===== src/rtl/bmsfp_pkg.sv =====
// Shared constants and types for the battery management frame parser.
// No dependencies; imported by every module of the block.
`timescale 1ns / 1ps
`default_nettype none

package bmsfp_pkg;

   localparam logic [7:0] SOF_BYTE    = 8'hDD;
   localparam logic [7:0] FUNC_BYTE   = 8'h03;
   localparam logic [7:0] STATUS_BYTE = 8'h00;
   localparam logic [7:0] END_BYTE    = 8'h77;

   localparam int STORE_DEPTH = 8;
   localparam int STORE_IDX_W = $clog2(STORE_DEPTH);

   typedef logic [7:0] store_type [STORE_DEPTH];

   typedef struct packed {
      logic        frame_valid;
      logic [15:0] voltage_raw;
      logic [15:0] current_raw;
      logic [15:0] remain_capacity;
      logic [15:0] full_capacity;
   } rsp_type;

endpackage

`default_nettype wire


===== src/rtl/bms_frame_parser_core.sv =====
// Battery management frame parser, top level: input word register, parser, result register.
// Depends on bmsfp_pkg and bmsfp_parser.
// An accepted req word is held in the input word register, then parsed into the result register, and shows on rsp.
// Throughput: one word per cycle while rsp_stall is low; every accepted word yields exactly one rsp word.
// Reset (synchronous, active high): both stages empty, parser hunting for a start byte,
// checksum and payload store cleared to zero.
`timescale 1ns / 1ps
`default_nettype none

module bms_frame_parser_core (
   input  wire logic        clock,
   input  wire logic        reset,
   input  wire logic        req_valid,
   output      logic        req_stall,
   input  wire logic [7:0]  req_rx_byte,
   output      logic        rsp_valid,
   input  wire logic        rsp_stall,
   output      logic        rsp_frame_valid,
   output      logic [15:0] rsp_voltage_raw,
   output      logic [15:0] rsp_current_raw,
   output      logic [15:0] rsp_remain_capacity,
   output      logic [15:0] rsp_full_capacity
);
   import bmsfp_pkg::*;

   logic       in_valid_ff, in_valid_in;
   logic [7:0] in_byte_ff;
   logic       out_valid_ff, out_valid_in;
   rsp_type    out_ff;
   rsp_type    step_result;
   logic       out_load;
   logic       in_load;

   // Result register frees up when empty or when its word is taken this cycle.
   assign out_load  = !out_valid_ff || !rsp_stall;
   // Advance the held word into the parser whenever the result register can take it.
   assign req_stall = in_valid_ff && !out_load;
   assign in_load   = req_valid && !req_stall;

   assign in_valid_in  = in_load ? 1'b1 : (in_valid_ff && !out_load);
   assign out_valid_in = out_load ? in_valid_ff : out_valid_ff;

   bmsfp_parser u_parser (
      .clock   (clock),
      .reset   (reset),
      .step_en (in_valid_ff && out_load),
      .rx_byte (in_byte_ff),
      .result  (step_result)
   );

   always_ff @(posedge clock) begin
      if (reset) begin
         in_valid_ff  <= 1'b0;
         out_valid_ff <= 1'b0;
      end else begin
         in_valid_ff  <= in_valid_in;
         out_valid_ff <= out_valid_in;
      end
   end

   // Payload registers: capture on load, hold otherwise.
   always_ff @(posedge clock) begin
      if (in_load) in_byte_ff <= req_rx_byte;
      if (out_load && in_valid_ff) out_ff <= step_result;
   end

   assign rsp_valid           = out_valid_ff;
   assign rsp_frame_valid     = out_ff.frame_valid;
   assign rsp_voltage_raw     = out_ff.voltage_raw;
   assign rsp_current_raw     = out_ff.current_raw;
   assign rsp_remain_capacity = out_ff.remain_capacity;
   assign rsp_full_capacity   = out_ff.full_capacity;

endmodule

`default_nettype wire


===== src/rtl/bmsfp_parser.sv =====
// Frame parser state machine: phase, length, running checksum and payload store.
// Depends on bmsfp_pkg. Result is combinational from current state and the byte.
`timescale 1ns / 1ps
`default_nettype none

module bmsfp_parser (
   input  wire logic              clock,
   input  wire logic              reset,
   input  wire logic              step_en,
   input  wire logic [7:0]        rx_byte,
   output bmsfp_pkg::rsp_type     result
);
   import bmsfp_pkg::*;

   localparam logic [2:0] PH_HUNT    = 3'd0;
   localparam logic [2:0] PH_FUNC    = 3'd1;
   localparam logic [2:0] PH_STATUS  = 3'd2;
   localparam logic [2:0] PH_LEN     = 3'd3;
   localparam logic [2:0] PH_PAYLOAD = 3'd4;
   localparam logic [2:0] PH_CHK_HI  = 3'd5;
   localparam logic [2:0] PH_CHK_LO  = 3'd6;
   localparam logic [2:0] PH_END     = 3'd7;

   logic [2:0]  phase_ff, phase_in;
   logic [7:0]  length_ff, length_in;
   logic [7:0]  count_ff, count_in;
   logic [15:0] sum_ff, sum_in;
   logic [15:0] check_ff, check_in;
   store_type   store_ff;

   logic        store_we;
   logic        frame_ok;
   logic [7:0]  count_inc;

   assign count_inc = count_ff + 8'd1;

   always_comb begin
      phase_in  = phase_ff;
      length_in = length_ff;
      count_in  = count_ff;
      sum_in    = sum_ff;
      check_in  = check_ff;
      store_we  = 1'b0;
      frame_ok  = 1'b0;
      unique case (phase_ff)
         PH_HUNT: begin
            if (rx_byte == SOF_BYTE) phase_in = PH_FUNC;
         end
         PH_FUNC: begin
            phase_in = (rx_byte == FUNC_BYTE) ? PH_STATUS : PH_HUNT;
         end
         PH_STATUS: begin
            if (rx_byte == STATUS_BYTE) begin
               sum_in   = {8'd0, rx_byte};
               phase_in = PH_LEN;
            end else begin
               phase_in = PH_HUNT;
            end
         end
         PH_LEN: begin
            if (rx_byte != 8'd0) begin
               length_in = rx_byte;
               count_in  = 8'd0;
               sum_in    = sum_ff + {8'd0, rx_byte};
               phase_in  = PH_PAYLOAD;
            end else begin
               phase_in = PH_HUNT;
            end
         end
         PH_PAYLOAD: begin
            if (count_ff < length_ff) begin
               store_we = (count_ff < 8'(STORE_DEPTH));
               sum_in   = sum_ff + {8'd0, rx_byte};
               count_in = count_inc;
            end
            if (count_in >= length_ff) phase_in = PH_CHK_HI;
         end
         PH_CHK_HI: begin
            check_in = {rx_byte, 8'd0};
            phase_in = PH_CHK_LO;
         end
         PH_CHK_LO: begin
            check_in = {check_ff[15:8], rx_byte};
            phase_in = PH_END;
         end
         PH_END: begin
            frame_ok = (rx_byte == END_BYTE) && ((16'd0 - sum_ff) == check_ff);
            phase_in = PH_HUNT;
         end
         default: phase_in = PH_HUNT;
      endcase
   end

   always_ff @(posedge clock) begin
      if (reset) begin
         phase_ff  <= PH_HUNT;
         length_ff <= '0;
         count_ff  <= '0;
         sum_ff    <= '0;
         check_ff  <= '0;
         for (int i = 0; i < STORE_DEPTH; i++) store_ff[i] <= '0;
      end else if (step_en) begin
         phase_ff  <= phase_in;
         length_ff <= length_in;
         count_ff  <= count_in;
         sum_ff    <= sum_in;
         check_ff  <= check_in;
         if (store_we) store_ff[count_ff[STORE_IDX_W-1:0]] <= rx_byte;
      end
   end

   // Fields read zero unless the frame checks out.
   always_comb begin
      result.frame_valid     = frame_ok;
      result.voltage_raw     = frame_ok ? {store_ff[0], store_ff[1]} : 16'd0;
      result.current_raw     = frame_ok ? {store_ff[2], store_ff[3]} : 16'd0;
      result.remain_capacity = frame_ok ? {store_ff[4], store_ff[5]} : 16'd0;
      result.full_capacity   = frame_ok ? {store_ff[6], store_ff[7]} : 16'd0;
   end

endmodule

`default_nettype wire


===== config.mk =====
export PLATFORM = sky130hd
export DESIGN_NAME = bms_frame_parser_core
export DESIGN_NICKNAME = d
export VERILOG_FILES = /design/src/rtl/bmsfp_pkg.sv /design/src/rtl/bms_frame_parser_core.sv /design/src/rtl/bmsfp_parser.sv
export SDC_FILE = /design/constraint.sdc
export NUM_CORES = 1
export LEC_CHECK = 0
export BUFFER_PORTS_ARGS = -buffer_cell sky130_fd_sc_hd__buf_2
export CORE_MARGIN = 1
export CORE_UTILIZATION = 35
export CTS_CLUSTER_DIAMETER = 50
export DETAILED_ROUTE_END_ITERATION = 6
export PLACE_DENSITY = 0.51
export SETUP_SLACK_MARGIN = 0.3
export SLEW_MARGIN = 10
export SYNTH_ARGS = -nofsm -noshare
export SYNTH_HDL_FRONTEND = slang
export SYNTH_SLANG_ARGS = --single-unit

===== constraint.sdc =====
create_clock -name clock -period 5.2 [get_ports clock]
set_clock_uncertainty 0.05 [all_clocks]
set_input_delay 1.56 -clock clock [delete_from_list [all_inputs] [get_ports clock]]
set_output_delay 1.56 -clock clock [all_outputs]
set_load 0.02 [all_outputs]

[After elaboration in Yosys (flattened, before gate mapping)]
Memory sizes are Yosys's and may differ from the RTL's. A register that Yosys moved wholly into a read port is not among the register bits.
Cells that the tools add are included.
Operators by class
  $add $sub $neg: 3
  $lt $le $gt $ge: 3
  eq/ne operators: 16
  mux-type cells: 28
  bitwise operators: 1
  reduce and logical (&&, ||, !) cells: 30
Operator list (count)
  16-bit 2-to-1 mux: 3
  16-bit one-hot mux with 3 select lines: 1
  8-bit 2-to-1 mux: 4
  16-bit one-hot mux with 2 select lines: 1
  3-bit one-hot mux with 8 select lines: 1
  16-bit by 8-bit adder with 16-bit output: 1
  16-bit equality test: 1
  8-bit one-hot mux with 2 select lines: 1
  1-bit by 16-bit subtractor with 16-bit output (first input constant): 1
  3-bit equality test (second input constant): 4
  1-bit zero test: 12
  3-bit 2-to-1 mux: 4
  3-bit AND reduction: 4
  1-bit 2-to-1 mux: 11
  2-bit by 1-bit != test with 1-bit output (second input constant): 5
  8-bit by 1-bit adder with 8-bit output (second input constant): 1
  8-bit by 2-bit equality test with 1-bit output (second input constant): 1
  8-bit by 7-bit equality test with 1-bit output (second input constant): 1
  8-bit equality test (second input constant): 1
  8-bit >= comparator: 1
  8-bit zero test: 1
  8-bit by 4-bit < comparator with 1-bit output (second input constant): 1
  8-bit < comparator: 1
  8-bit nonzero test: 1
  other kinds (12): 18
Word-level totals
  register bits after elaboration: 62
  memory bits (writable): 64
  logic and storage cells: 92
  memories: 1
Memories
  u_parser.store_ff: depth 8, width 8, read ports 8, clocked after memory_dff 8, write ports 8, line bmsfp_parser.sv:29  | store_type store_ff;

[Logic depth before layout (Yosys ltp)]
Gate-level depths: netlist (run 1).
  depth in word-level cells: 9
  depth in mapped cells: 15

[Modules after synthesis]
A second synthesis (run 1) with hierarchy kept.
Unflattened totals
  cell total of the unflattened synthesis: 781
  area, all modules: 8858.5 um2
Modules (own cells, without submodules)
  bmsfp_parser: instances 1, cells each 698, area an instance 6580.1 um2, sequential area each 2942.8 um2
  bms_frame_parser_core: instances 1, cells each 83, area an instance 2278.4 um2, sequential area each 2232.1 um2

[Worst setup path after synthesis (run 1)]
Ideal clock, no wire load.
  path type: input -> register
  from: in rsp_stall
  to: reg u_parser.sum_ff[12]
  setup time: 0.127 ns
  arrival time: 4.686 ns
  slack: 0.337 ns
  stages on the path: 8
  buffers on the path: 1
  cells stage by stage: nand2_1 nand2_1 clkinv_1 nand4_1 a32o_1 buf_2 nor3_1 or3_1
On the way
  word-level cells in the longest chain between the ends: 4
Ends and longest elaborated chain
  start: declaration: line bms_frame_parser_core.sv:17  | input wire logic rsp_stall,
  1-bit zero test: line bms_frame_parser_core.sv:35  | assign out_load = !out_valid_ff || !rsp_stall;
  1-bit logical OR: line bms_frame_parser_core.sv:35
  1-bit logical AND: line bms_frame_parser_core.sv:46  | .step_en (in_valid_ff && out_load),
  named net u_parser.step_en: line bmsfp_parser.sv:9  | input wire logic step_en,
  5-bit AND reduction (no source line)
  end signal: assignment: line bmsfp_parser.sv:106  | sum_ff <= sum_in;
  end: declaration: line bmsfp_parser.sv:27  | logic [15:0] sum_ff, sum_in;
The timed path passes the listed nets, and every way through them passes these cells.
A chain may end at the register's enable or synchronous reset.

==> impl_metrics.env, run 1 <==
export IMPL_outcome="completed"
export IMPL_seq_area_frac_synth_pct=57.2
export IMPL_reg2regPathDepth=12
export IMPL_clock_sinks=190
export IMPL_postRouteAntennaNets=0
export IMPL_finalSetupViolCount=0
export IMPL_synth_warnings=0
export IMPL_tightest_slew_ns=0.860
export IMPL_drive_above_1_share_pct=15.3
export IMPL_initial_utilization_pct=35.8
export IMPL_cts_tree="yes"
export IMPL_fp_row_count=58
export IMPL_power_leakage_nw=3.93
export IMPL_synth_edff_count=137
export IMPL_cp_end_kind="flip-flop"
export IMPL_cp_required_ns=5.27
export IMPL_final_area_um2=10300
export IMPL_drc=0
export IMPL_layout_commonest_cell="edfxtp_1"
export IMPL_critPathLaunchType="input port"
export IMPL_synth_seq_cells=190
export IMPL_dp_hpwl_mm=13.3
export IMPL_crit_family="simple AND/OR/NAND/NOR gates"
export IMPL_grt_pass1_vias=5962
export IMPL_post_cts_setup_buffers=0
export IMPL_path_clk_slew_ns=0.07
export IMPL_p_sw_share_pct=24.7
export IMPL_cts_buffers=17
export IMPL_cp_num_cells=8
export IMPL_grt_util_all_layers_pct=16.2
export IMPL_timing_hold_violations_final=0
export IMPL_crit_fanout=17
export IMPL_drt_iter0_drc=446
export IMPL_ctsHoldBuffers=0
export IMPL_layout_area_seq_um2=5170
export IMPL_nets=931
export IMPL_place_congestion=0.812
export IMPL_powerDensity_nw_per_um2=303
export IMPL_synth_avg_cell_area_um2=10.8
export IMPL_die_x_um=163
export IMPL_placedInstanceArea_um2=9720
export IMPL_max_stage_delay_ns=0.73
export IMPL_slowest_stage="nor4_1"
export IMPL_routed_wirelength_mm=20.6
export IMPL_cp_arrival_ns=3.85
export IMPL_synthCells=838
export IMPL_cpMostUsedCell="nand2_1"
export IMPL_finalCritPeriodShare_pct=72.6
export IMPL_cts_resized_gates=0
export IMPL_worst_setup_path_type="in -> reg"
export IMPL_power_frac_clock_pct=41.3
export IMPL_htree_levels=4
export IMPL_cts_root_buf="clkbuf_16"
export IMPL_cts_buffer_depth=2
export IMPL_grt_overflow=0
export IMPL_finalSetupTns_ns=0
export IMPL_grt_max_degree=67
export IMPL_clk_latency_ns=0.44
export IMPL_design_core_area_um2=25300
export IMPL_antenna_found_initial=0
export IMPL_ir_drop_mv=0.182
export IMPL_synth_ff_type="edfxtp_1"
export IMPL_num_antenna_cells=0
export IMPL_die_area_um2=26500
export IMPL_syn_nets=876
export IMPL_grt_pass1_wl_mm=32.5
export IMPL_fmax_mhz=265
export IMPL_firstDrtPassIters=5
export IMPL_io_pins=79
export IMPL_vias_per_cell=5.03
export IMPL_vias=6221
export IMPL_p_switching_mw=0.771
export IMPL_multiInputGateArea_um2=3370
export IMPL_relSlewSlack_pct=42.7
export IMPL_netlist_area_um2=9050
export IMPL_layout_common_cells="137 x edfxtp_1, 80 x inv_1, 79 x nor3_1"
export IMPL_p_comb_share_pct=4.2
export IMPL_min_path_type="reg -> reg"
export IMPL_maxSlewViolCount=0
export IMPL_fillers=2498
export IMPL_cp_num_buf_inv=2
export IMPL_whs_path_depth=2
export IMPL_crit_chain="buf_2 > nand2_1 > nand2_1 > inv_2 > nand2_2 > nor4_1 > nor3b_2 > or2_2"
export IMPL_p_int_mw=2.35
export IMPL_die_y_um=163
export IMPL_rsz0062_at_grt="false"
export IMPL_seqPwrFrac_pct=54.6
export IMPL_maxCapViolations=0
export IMPL_synth_async_sr_flop_share_pct=0
export IMPL_io_buffers=78
export IMPL_areaGrowthSynthToFinish_pct=13.9
export IMPL_wl_per_cell_um=16.7
export IMPL_ys_types=66
export IMPL_fin_crit_ns=3.77
-- worst paths after layout --
kind	to	slack [ns]	from
max	u_parser.store_ff[0][4]	1.43	rsp_stall
min	u_parser.check_ff[9]	0.43	u_parser.check_ff[9]
max reg2reg	u_parser.phase_ff[0]	1.67	u_parser.count_ff[6]
min reg2reg	u_parser.check_ff[9]	0.43	u_parser.check_ff[9]
-- worst register-to-register path, delay by kind of cell (launching register included) --
family	cells	cell delay, ns
xor gates and xnor gates	1	0.15
DFF	1	0.39
adders and majority gates	2	0.62
and+or+nand+nor	4	0.82
AOI/OAI and AO/OA	5	1.43
-- synthesized netlist by cell type, types with 3 or more instances --
master	n	area share [%]
edfxtp_1	137	45
inv_1	80	3.3
nor3_1	79	4.4
dfxtp_1	53	12
and2_1	50	3.5
nor2_1	48	2.0
a21oi_1	39	2.2
clkbuf_1	34	1.4
nand2_1	34	1.4
ha_1	25	3.5
xnor2_1	23	2.2
and3_1	22	1.5
nand3_1	21	1.2
buf_2	15	0.83
nand2b_1	14	0.97
nand4_1	14	0.97
o21ai_0	12	0.66
mux2i_1	10	1.1
nor4_1	10	0.69
nor2b_1	9	0.62
or2_2	9	0.62
xor2_1	9	0.87
a22oi_1	8	0.66
a211oi_1	6	0.50
or3_1	6	0.41
a21o_1	5	0.41
o211ai_1	5	0.41
o21a_1	4	0.33
o31ai_1	4	0.33
or4_1	4	0.33
nand3b_1	3	0.25
nor4b_1	3	0.29
-- cell type report --
class,instances,share of cell area (%)
clock inverters,15,1.59
multi-input cells,516,32.7
inverters,81,2.95
repair buffers,87,4.44
well taps,330,4.01
clock buffers,17,4.13
flip-flops and latches,190,50.2
-- registers in the layout, indices dropped and copies added, names as in the netlist --
| signal | cells |
|---|---|
| rsp_full_capacity | 16 |
| u_parser.check_ff | 16 |
| in_byte_ff | 8 |
| u_parser.phase_ff | 3 |
| u_parser.length_ff | 8 |
| u_parser.count_ff | 8 |
| u_parser.store_ff | 64 |
| u_parser.sum_ff | 16 |
| in_valid_ff | 1 |
| rsp_valid | 1 |
| rsp_frame_valid | 1 |
| rsp_current_raw | 16 |
| rsp_remain_capacity | 16 |
| rsp_voltage_raw | 16 |
-- stage by stage --
step	setup WS (ns)	power (mW)	util (%)	cells	hold WS, ns
2_1_floorplan	0.337	1.81	-	838	0.393
3_3_place_gp	0.954	1.87	38.5	1204	0.406
3_5_place_dp	0.932	1.87	38.5	1204	0.416
4_1_cts	1.40	3.16	40.8	1236	0.427
5_1_grt	1.19	3.23	40.8	1236	0.443
6_report	1.43	3.13	40.8	1236	0.433
-- cells by family (layout without fill, tap and decap cells) --
| logic type | Yosys count | count (layout) | share of synthesized area [%] |
|---|---|---|---|
| buffers and inverters | 132 | 200 | 5.77 |
| XOR/XNOR | 32 | 32 | 3.10 |
| flip-flops | 190 | 190 | 57.2 |
| multiplexers | 11 | 11 | 1.23 |
| AO/OA/AOI/OAI | 106 | 106 | 8.01 |
| AND/OR/NAND/NOR | 341 | 341 | 21.0 |
| adder cells (fa/ha/maj) | 26 | 26 | 3.68 |
-- power by group through the flow --
stage          clock network, mW  registers, mW  logic [mW]
2_1_floorplan                  0           1.76      0.0526
3_3_place_gp                   0           1.74       0.131
3_5_place_dp                   0           1.74       0.132
4_1_cts                     1.32           1.71       0.132
5_1_grt                     1.38           1.71       0.142
6_report                    1.29           1.71       0.130
-- layer usage --
layer	track usage (%)	wire, um	up-vias
met5	0	0	-
met4	4.89	297	0
met3	3.46	877	20
met2	26.6	9810	156
met1	21.2	9640	2971
li1	-	-	3074
No activity file was read; power rests on OpenSTA's default activity.
==> inputs of run 2 (changes only) <==
clock period = 3.9 ns   (was 5.2 ns; I/O delays follow)
==> run 2 against run 1 <==
Effect of this change:
- setup slack got worse by 0.68 ns
- critical path depth is 1 higher
- flip-flop and latch count did not move
- first-iteration DRC count increased by 3.6%
- via count increased by 0.16%
- power grew 35%
- sequential share of layout area is 0.82 points lower
- highest routed layer unchanged
- cell count rose by 1.6%
==> impl_metrics.env, run 2 (synthesis results as in run 1) <==
export IMPL_outcome="completed"
export IMPL_routed_wirelength_mm=20.6
export IMPL_drive_above_1_share_pct=17.3
export IMPL_postRouteAntennaNets=0
export IMPL_io_pins=79
export IMPL_maxSlewViolCount=0
export IMPL_preCtsSetupSlack_ns=0.463
export IMPL_layout_commonest_cell="edfxtp_1"
export IMPL_areaGrowthSynthToFinish_pct=15.8
export IMPL_wl_per_cell_um=16.4
export IMPL_die_y_um=163
export IMPL_fmax_mhz=317
export IMPL_cts_tree="yes"
export IMPL_finalSetupViolCount=0
export IMPL_htree_levels=4
export IMPL_crit_fanout=42
export IMPL_design_core_area_um2=25300
export IMPL_drc=0
export IMPL_layout_common_cells="137 x edfxtp_1, 80 x inv_1, 79 x nor3_1"
export IMPL_grt_pass1_wl_mm=33.2
export IMPL_path_clk_slew_ns=0.08
export IMPL_rsz0062_at_grt="false"
export IMPL_timing_hold_violations_final=0
export IMPL_power_leakage_nw=4.04
export IMPL_cts_buffer_depth=2
export IMPL_grt_max_degree=61
export IMPL_drt_iter0_drc=462
export IMPL_seqPwrFrac_pct=53.7
export IMPL_fin_ws_ns=0.744
export IMPL_cts_resized_gates=0
export IMPL_worst_setup_path_type="reg -> reg"
export IMPL_nets=951
export IMPL_die_area_um2=26500
export IMPL_maxCapViolations=0
export IMPL_fillers=2492
export IMPL_grt_pass1_vias=6114
export IMPL_fin_crit_ns=3.16
export IMPL_p_switching_mw=1.07
export IMPL_relSlewSlack_pct=32.6
export IMPL_ir_drop_mv=0.203
export IMPL_die_x_um=163
export IMPL_clock_sinks=190
export IMPL_antenna_found_initial=0
export IMPL_powerDensity_nw_per_um2=403
export IMPL_finalCritPeriodShare_pct=80.9
export IMPL_power_frac_clock_pct=41.9
export IMPL_cp_end_kind="flip-flop"
export IMPL_firstDrtPassIters=6
export IMPL_clk_latency_ns=0.44
export IMPL_min_path_type="reg -> reg"
export IMPL_cp_arrival_ns=3.29
export IMPL_dp_hpwl_mm=14.0
export IMPL_finalSetupTns_ns=0
export IMPL_vias=6231
export IMPL_grt_util_all_layers_pct=16.3
export IMPL_tightest_slew_ns=1.01
export IMPL_critPathLaunchType="flip-flop"
export IMPL_io_buffers=78
export IMPL_top_register="u_parser.store_ff"
export IMPL_final_area_um2=10500
export IMPL_dp_cells=1223
export IMPL_initial_utilization_pct=35.8
export IMPL_vias_per_cell=4.96
export IMPL_cts_root_buf="clkbuf_16"
export IMPL_grt_overflow=0
export IMPL_instances_no_fill=1256
export IMPL_p_comb_share_pct=4.4
export IMPL_cp_required_ns=4.03
export IMPL_placedInstanceArea_um2=9860
export IMPL_p_sw_share_pct=25.2
export IMPL_whs_path_depth=2
export IMPL_cts_buffers=17
export IMPL_fp_row_count=58
export IMPL_reg2regPathDepth=9
export IMPL_place_congestion=0.776
export IMPL_num_antenna_cells=0
export IMPL_power_mw=4.22
export IMPL_p_int_mw=3.16
export IMPL_largest_reg_flops=64
-- run 2: cell types whose count changed in the layout (fill, tap and decap cells not counted), sizes merged --
cell	delta
buf	+20
-- run 2: area by class of cell --
class / count / area, um2 / area share, %
sequential: 190 / 5170 / 49.4
multi-input combinational: 516 / 3370 / 32.2
timing repair buffer: 107 / 608 / 5.80
clock buffer: 17 / 425 / 4.06
tap: 330 / 413 / 3.94
inverter: 81 / 305 / 2.91
clock inverter: 15 / 183 / 1.74
-- run 2: per-stage QoR --
step,hold slack (ns),utilization (%)
floorplan,0.393,-
global route,0.437,41.5
detailed placement,0.414,39.1
global placement,0.404,39.1
finish,0.422,41.5
CTS,0.424,41.5
-- run 2: final timing paths --
check,startpoint,end,slack (ns)
setup / recovery,u_parser.sum_ff[1],rsp_remain_capacity[15],0.74
hold / removal,u_parser.check_ff[13],u_parser.check_ff[13],0.42
setup reg to reg,u_parser.sum_ff[1],rsp_remain_capacity[15],0.74
hold reg to reg,u_parser.check_ff[13],u_parser.check_ff[13],0.42
-- run 2: what timing repair did --
action | in CTS | in global routing
hold buffers | 0 | 0
buffers inserted | 0 | 1
endpoints found under the setup margin | 0 | 1
-- run 2: worst max-delay path: stages (launching register included) --
cell       delay, ns
dfxtp_1         0.37
inv_1           0.13
ha_1            0.29
nor4b_4         0.33
and3_1          0.19
or3_1           0.10
a211oi_1        0.10
o2bb2ai_4       0.82
buf_4           0.40
nor3_1          0.08
-- run 2: routing by layer --
layer / up-vias / track usage (%) / share of wire [%] / routed length (um)
met4: 0 / 5.95 / 1.7 / 352
li1: 3113 / - / - / -
met1: 2952 / 21.6 / 47 / 9700
met3: 23 / 3.54 / 4.5 / 928
met5: - / 0 / 0 / 0
met2: 143 / 26.2 / 47 / 9660
-- run 2: power groups by stage --
stage / clock network (mW) / logic (mW) / registers (mW)
5_1_grt: 1.90 / 0.204 / 2.28
2_1_floorplan: 0 / 0.0703 / 2.34
6_report: 1.77 / 0.186 / 2.27
3_5_place_dp: 0 / 0.189 / 2.32
3_3_place_gp: 0 / 0.189 / 2.32
4_1_cts: 1.81 / 0.190 / 2.27
==> inputs of run 3 (changes only) <==
PLACE_DENSITY = 0.52   (was 0.51)
clock period = 2.8 ns   (was 3.9 ns; I/O delays follow)
==> run 3 against run 2 <==
Effect of this change:
- register-to-register slack worse by 0.61 ns
- core utilization is 5.7 points higher
- combinational power is 65% higher
- via count is 5.8% higher
- largest cell class unchanged
- fmax is 18% higher
- critical endpoint is now u_parser.phase_ff[0]
- worst hold slack better by 0.012 ns
- sequential power is 38% higher
- flip-flop and latch count stayed put
- power is 38% higher
==> impl_metrics.env, run 3 (synthesis results as in run 1) <==
export IMPL_maxSlewViolCount=0
export IMPL_power_mw=5.85
export IMPL_r2r_end="u_parser.phase_ff[0]"
export IMPL_die_x_um=163
export IMPL_outcome="completed"
export IMPL_largest_reg_flops=64
export IMPL_drc=0
export IMPL_io_pins=79
export IMPL_die_area_um2=26500
export IMPL_fillers=2349
export IMPL_initial_utilization_pct=35.8
export IMPL_cts_buffers=17
export IMPL_cts_tree="yes"
export IMPL_num_antenna_cells=0
export IMPL_ir_drop_mv=0.302
export IMPL_tightest_slew_ns=0.714
export IMPL_layout_common_cells="137 x edfxtp_1, 78 x buf_2, 73 x inv_1"
export IMPL_crit_chain="inv_1 > ha_1 > o21a_1 > nor2_2 > o31ai_4 > buf_4 > nor3_4 > xor2_1 > ha_1 > o21a_1 > o211ai_1 > and2_1 > a311o_1 > o21ai_1"
export IMPL_postRouteAntennaNets=0
export IMPL_drt_iter0_drc=530
export IMPL_path_clk_slew_ns=0.08
export IMPL_wl_per_cell_um=17.8
export IMPL_place_congestion=0.786
export IMPL_fin_crit_ns=2.67
export IMPL_grt_overflow=0
export IMPL_finalCritPeriodShare_pct=95.4
export IMPL_min_path_type="reg -> reg"
export IMPL_drive_above_1_share_pct=34.9
export IMPL_crit_family="compound AO/OA/AOI/OAI gates"
export IMPL_rsz0062_at_grt="true"
export IMPL_reg2regPathDepth=14
export IMPL_slowest_stage="o31ai_4"
export IMPL_fp_row_count=58
export IMPL_cp_required_ns=3.13
export IMPL_areaGrowthSynthToFinish_pct=31.7
export IMPL_routed_wirelength_mm=23.5
export IMPL_cp_num_cells=14
export IMPL_worstSetupStartpoint="u_parser.length_ff[3]"
export IMPL_crit_fanout=4
export IMPL_grt_max_degree=66
export IMPL_cts_root_buf="clkbuf_16"
export IMPL_grt_pass1_vias=6213
export IMPL_grt_pass1_wl_mm=34.2
export IMPL_powerDensity_nw_per_um2=491
export IMPL_power_leakage_nw=4.60
export IMPL_finalSetupTns_ns=0
export IMPL_cp_arrival_ns=3.00
export IMPL_dp_hpwl_mm=14.3
export IMPL_top_register="u_parser.store_ff"
export IMPL_cp_num_buf_inv=2
export IMPL_ctsHoldBuffers=0
export IMPL_clk_latency_ns=0.44
export IMPL_crit_path_end="u_parser.phase_ff[0]"
export IMPL_critPathLaunchType="flip-flop"
export IMPL_antenna_found_initial=0
export IMPL_maxCapViolations=0
export IMPL_htree_levels=4
export IMPL_cts_buffer_depth=2
export IMPL_r2r_start="u_parser.length_ff[3]"
export IMPL_vias=6591
export IMPL_layout_commonest_cell="edfxtp_1"
export IMPL_grt_util_all_layers_pct=16.8
export IMPL_vias_per_cell=5.00
export IMPL_finalSetupViolCount=0
export IMPL_firstDrtPassIters=5
export IMPL_ff2ff_setup_slack_ns=0.13
export IMPL_timing_hold_violations_final=0
export IMPL_nets=1012
export IMPL_relSlewSlack_pct=51.7
export IMPL_fmax_mhz=374
export IMPL_die_y_um=163
export IMPL_max_stage_delay_ns=0.34
export IMPL_design_core_area_um2=25300
export IMPL_worst_setup_path_type="reg -> reg"
export IMPL_io_buffers=78
export IMPL_cp_end_kind="flip-flop"
export IMPL_clock_sinks=190
-- run 3: worst register-to-register path, cell delays in order (launching register included) --
cell and delay (ns):
dfxtp_2 0.32, inv_1 0.05, ha_1 0.27, o21a_1 0.12, nor2_2 0.06, o31ai_4 0.34, buf_4 0.18, nor3_4 0.04
xor2_1 0.15, ha_1 0.31, o21a_1 0.13, o211ai_1 0.07, and2_1 0.14, a311o_1 0.27, o21ai_1 0.12
-- run 3: worst min-delay path by stage --
stage,startpoint,end,slack [ns],cells past startpoint
3_3_place_gp,u_parser.check_ff[12],u_parser.check_ff[12],0.41,2
6_report,u_parser.check_ff[13],u_parser.check_ff[13],0.43,2
5_1_grt,u_parser.check_ff[12],u_parser.check_ff[12],0.46,2
3_5_place_dp,u_parser.check_ff[12],u_parser.check_ff[12],0.42,2
2_1_floorplan,u_parser.check_ff[14],u_parser.check_ff[14],0.39,2
4_1_cts,u_parser.check_ff[12],u_parser.check_ff[12],0.44,2
-- run 3: layout make-up --
| class | count | area (um2) | share of cell area [%] |
|---|---|---|---|
| tap | 330 | 413 | 3.47 |
| multi-input combinational | 516 | 4070 | 34.1 |
| timing repair buffer | 168 | 1320 | 11.0 |
| sequential | 190 | 5200 | 43.6 |
| clock buffer | 18 | 429 | 3.60 |
| clock inverter | 14 | 155 | 1.30 |
| inverter | 81 | 335 | 2.82 |
-- run 3: timing repair --
action | 4_1_cts | 5_1_grt
buffers inserted | 5 | 10
pin swaps | 12 | 19
gates cloned | 1 | 10
setup endpoints to repair | 105 | 153
gates resized for setup | 40 | 106
-- run 3: layer usage --
layer	global-route usage [%]	wire length, um	vias to the layer above
met1	22.3	10600	3215
met5	0	0	-
met4	4.59	238	0
met3	2.57	736	16
met2	28.4	11900	121
li1	-	-	3239
-- run 3: power breakdown --
group	internal, mW	switching, mW	total [mW]
Clock	1.21	1.20	2.41
Combinational	0.0834	0.223	0.306
Sequential	3.10	0.0307	3.13
Total	4.39	1.46	5.85
-- run 3: per-stage QoR --
stage | cells | instance area (um2) | worst slack [ns] | utilization, % | hold WS [ns]
floorplan | 838 | 9210 | 0.0569 | - | 0.393
global placement | 1259 | 10300 | 0.0545 | 40.8 | 0.411
detailed placement | 1259 | 10300 | 0.0509 | 40.8 | 0.420
CTS | 1297 | 11100 | 0.0828 | 44.1 | 0.436
global route | 1317 | 11900 | -0.0431 | 47.2 | 0.456
finish | 1317 | 11900 | 0.129 | 47.2 | 0.434
